[config.mk]
export PLATFORM = sky130hd
export DESIGN_NAME = psb_ctrl
export DESIGN_NICKNAME = d
export VERILOG_FILES = /design/src/sv/psb_pkg.sv /design/src/sv/psb_ctrl.sv
export SDC_FILE = /design/constraint.sdc
export NUM_CORES = 1
export LEC_CHECK = 0
export BUFFER_PORTS_ARGS = -buffer_cell sky130_fd_sc_hd__buf_2
export CORE_AREA = 4 4 41 43
export DETAILED_ROUTE_END_ITERATION = 8
export DIE_AREA = 0 0 45 47
export GPL_ROUTABILITY_DRIVEN = 1
export SKIP_LAST_GASP = 1
export SLEW_MARGIN = 20
export SYNTH_ARGS = -nofsm -noshare
export SYNTH_HDL_FRONTEND = slang
export SYNTH_SLANG_ARGS = --single-unit
[constraint.sdc]
create_clock -name clk -period 3 [get_ports clk]
set_input_delay 0.6 -clock clk [delete_from_list [all_inputs] [get_ports clk]]
set_output_delay 0.6 -clock clk [all_outputs]
set_load 0.1 [all_outputs]
[src/sv/psb_pkg.sv]
package psb_pkg;

  localparam int TIME_W = 64;
  localparam int PAT_W  = 16;
  localparam int IDX_W  = 4;
  localparam int SLOTS  = 16;

  typedef struct packed {
    logic [IDX_W-1:0]  channel_index;
    logic [TIME_W-1:0] fire_time_ns;
    logic              build_now;
  } in_word_t;

  typedef struct packed {
    logic [TIME_W-1:0] delta_ns;
    logic [PAT_W-1:0]  port_pattern;
    logic [IDX_W-1:0]  entry_number;
    logic              final_entry;
    logic              schedule_empty;
  } out_word_t;

  // controller -> datapath
  typedef struct packed {
    logic wr_time;
    logic copy;
    logic sort;
    logic sort_odd;
    logic take_first;
    logic fold;
    logic advance;
    logic emit_final;
    logic emit_empty;
  } psb_cmd_t;

  // datapath -> controller
  typedef struct packed {
    logic head_valid;
    logic delta_zero;
    logic out_free;
  } psb_status_t;

endpackage

[src/sv/psb_ctrl.sv]
module psb_ctrl import psb_pkg::*; #(
  parameter int CHANNELS = 16
) (
  input  logic        clk,
  input  logic        rst_n,
  input  logic        in_valid,
  input  logic        in_build,
  input  psb_status_t status,
  output logic        in_ready,
  output psb_cmd_t    cmd
);

  localparam int NCH = (CHANNELS < SLOTS) ? CHANNELS : SLOTS;
  localparam int CW  = $clog2(NCH);

  typedef enum logic [2:0] {
    ST_IDLE,
    ST_COPY,
    ST_SORT,
    ST_FIRST,
    ST_SCAN
  } state_t;

  state_t        state_r, state_nxt;
  logic [CW-1:0] pass_r, pass_nxt;

  always_comb begin
    state_nxt = state_r;
    pass_nxt  = pass_r;
    cmd       = '0;
    in_ready  = 1'b0;
    unique case (state_r)
      ST_IDLE: begin
        in_ready    = 1'b1;
        cmd.wr_time = in_valid;
        if (in_valid && in_build) begin
          state_nxt = ST_COPY;
        end
      end
      ST_COPY: begin
        cmd.copy  = 1'b1;
        pass_nxt  = '0;
        state_nxt = ST_SORT;
      end
      ST_SORT: begin
        cmd.sort     = 1'b1;
        cmd.sort_odd = pass_r[0];
        pass_nxt     = pass_r + 1'b1;
        if (pass_r == CW'(NCH - 1)) begin
          state_nxt = ST_FIRST;
        end
      end
      ST_FIRST: begin
        if (!status.head_valid) begin
          if (status.out_free) begin
            cmd.emit_empty = 1'b1;
            state_nxt      = ST_IDLE;
          end
        end else begin
          cmd.take_first = 1'b1;
          state_nxt      = ST_SCAN;
        end
      end
      ST_SCAN: begin
        if (status.head_valid) begin
          if (status.delta_zero) begin
            cmd.fold = 1'b1;
          end else if (status.out_free) begin
            cmd.advance = 1'b1;
          end
        end else if (status.out_free) begin
          cmd.emit_final = 1'b1;
          state_nxt      = ST_IDLE;
        end
      end
      default: begin
        state_nxt = ST_IDLE;
      end
    endcase
  end

  always_ff @(posedge clk) begin
    if (!rst_n) begin
      state_r <= ST_IDLE;
      pass_r  <= '0;
    end else begin
      state_r <= state_nxt;
      pass_r  <= pass_nxt;
    end
  end

endmodule

==> metrics.yaml <==
run_status:
  run_status: "completed"
global_routing:
  track_usage: 0.126
  grt_overflow: 0
  first_global_vias: 420
  grt_max_degree: 13
  grt_pass1_wl_mm: 1.84
  antenna_found_initial: 0
hold_path:
  hold_path_depth: 2
  hold_start: "pass_r[3]"
  worstHoldPathType: "flop to flop"
  min_to: "pass_r[3]"
floorplan:
  core_sq_mm: 0.00130
  die_x_um: 45
  die_h_um: 47
  initial_core_util: 0.352
  die-area_sq_mm: 0.00212
  num_rows: 13
  ios: 17
timing:
  hold_viol_final: 0
  slew_headroom: 0.676
  drv_slew: 0
  tightest_slew_ps: 489
  rsz0062_at_grt: "false"
  layout_min_cycle_time_ps: 2450
  fmax_mhz: 408
  skew_ps: 0.150
  period_share: 0.816
  setup-violations-final: 0
  setup-tns-final_ps: 0
logic_synthesis:
  netlist_instances: 54
  avgSynthCellArea_sq_um: 8.48
  ys_ff_latch: 7
  synth-edff-count: 0
  synthFlopType: "dfxtp_1"
  netlist_area_sq_um: 458
  synth_nets: 62
  synth_async_sr_flop_share: 0
  yosysSeqAreaShare: 0.306
  yosysWarnings: 0
  synthDistinctLibCells: 29
clock_network:
  clkLatencyLatePin_ps: 250
  root_buffer: "clkbuf_4"
  postCtsSetupRepairBufs: 0
  cts_buffers: 3
  cts_tree: "yes"
  cts_hold_buf: 0
  cts_num_sinks: 7
  cts_buffer_depth: 2
  ctsHtreeMaxLevel: 1
  post_cts_resized: 0
  path_clk_slew_ps: 60
final_layout:
  finalCoreUtilization: 0.443
  num-fill-cells: 149
  nets: 80
  final_cell_mix: "buf_2 (16), dfxtp_1 (7), nand3_1 (5)"
  area_growth_pct: 26.0
  final_common_cell: "buf_2"
  seq_area_sq_um: 140
  multi_input_area_sq_um: 295
  drive_gt1_frac: 0.408
  antenna_cells: 0
critical_path:
  start_kind: "flop"
  crit_path_max_fanout: 9
  r2r_end: "pass_r[2]"
  r2r_cells: 3
  r2r_start: "state_r[1]"
  cp_num_buf_inv: 2
  worstPathArrival_ps: 1850
  cp-end-kind: "primary output"
  crit_family: "simple AND/OR/NAND/NOR gates"
  path_class: "flop to primary output"
  worstPathCellList: "or3b_4, inv_2, and2_1, buf_2"
  crit_slowest_cell: "dfxtp_1"
  max_stage_delay_ps: 490
  cp.required_ps: 2400
  rrSetupSlack_ps: 1470
routing:
  wirelength_mm: 1.06
  vias_per_cell: 5.20
  final_antenna_net_count: 0
  drc: 0
  wl_per_cell_um: 12.4
  dr.pass1.iters: 4
  drtIter0Drc: 8
  num_vias: 447
power_and_ir_drop:
  peakVddDrop_mv: 0.229
  p_leak_uw: 0.000266
  power_switching_uw: 182
  p_clk_frac: 0.235
  comb_power_share: 0.452
  pwr-share-seq: 0.313
  power.density_mw_per_mm2: 641
  power.internal_uw: 188
  netSwitchingFraction: 0.491
run:
  cap_violations: 0
placed_design:
  dp_hpwl_um: 826
  place_congestion: 0.762
  port_buffers: 16
## worst reg2reg max path: stages, from the launching register on
cell and delay, ps:
dfxtp_1 490, or3b_4 460, mux2_4 310, a211oi_2 200
## per-stage QoR
step / worst slack, ps / power (uW) / hold WS, ps / area (sq um) / cells
after detailed placement: 838 / 285 / 486 / 549 / 82
final: 551 / 370 / 491 / 577 / 86
after floorplan: -184 / 265 / 458 / 473 / 54
after global placement: 873 / 285 / 481 / 549 / 82
after global routing: 445 / 389 / 531 / 577 / 86
after CTS: 553 / 376 / 494 / 577 / 86
## state kept, by name, indices dropped and copies added, names as in the netlist
| name | count |
|---|---|
| state_r | 3 |
| pass_r | 4 |
## worst max path at each step
stage	from	depth (start not counted)	end	slack, ps
after detailed placement	state_r[1]	4	cmd[5]	840
after global routing	state_r[0]	4	cmd[2]	440
after floorplan	state_r[2]	3	cmd[8]	-180
after global placement	state_r[1]	4	cmd[5]	870
final	state_r[1]	4	cmd[5]	550
after CTS	state_r[1]	4	cmd[5]	550
## Yosys cell counts, types with 2 or more instances
master / number / area [sq um]
nand2b_1: 3 / 18.8
nand3b_1: 2 / 15.0
and4b_1: 2 / 20.0
dfxtp_1: 7 / 140
and2_1: 2 / 12.5
nand2_1: 3 / 11.3
nor3b_1: 2 / 15.0
a21oi_1: 3 / 15.0
inv_1: 2 / 7.51
nor2_1: 4 / 15.0
inv_2: 2 / 7.51
nand3_1: 5 / 25.0
## per-layer routing
layer	up-vias	global-route usage	share of wire
li1	230	-	-
met1	198	0.155	0.44
met2	15	0.178	0.47
met3	4	0.0153	0.051
met4	0	0.140	0.041
met5	-	0	0
## power by group through the flow
stage / clock (uW) / combinational (uW) / sequential (uW)
global placement: 0 / 168 / 117
floorplan: 0 / 159 / 106
finish: 86.8 / 167 / 116
global route: 94.7 / 178 / 117
CTS: 92.3 / 168 / 115
detailed placement: 0 / 168 / 117
## cell families (layout without fill, tap and decap cells)
group,count (synthesis),after routing,synth area share
simple gates,29,29,0.391
fa+ha+maj,1,1,0.0273
flops,7,7,0.306
mux,2,2,0.0546
compound gates,8,8,0.139
buf+inv,7,24,0.0820
## layout make-up
type                    count  share of cell area
multi-input cells          40               0.512
flip-flops and latches      7               0.243
repair buffers             16               0.139
clock buffers               3              0.0390
well taps                  15              0.0325
inverters                   4              0.0260
clock inverters             1             0.00868
(Power assumes the default switching activity.)
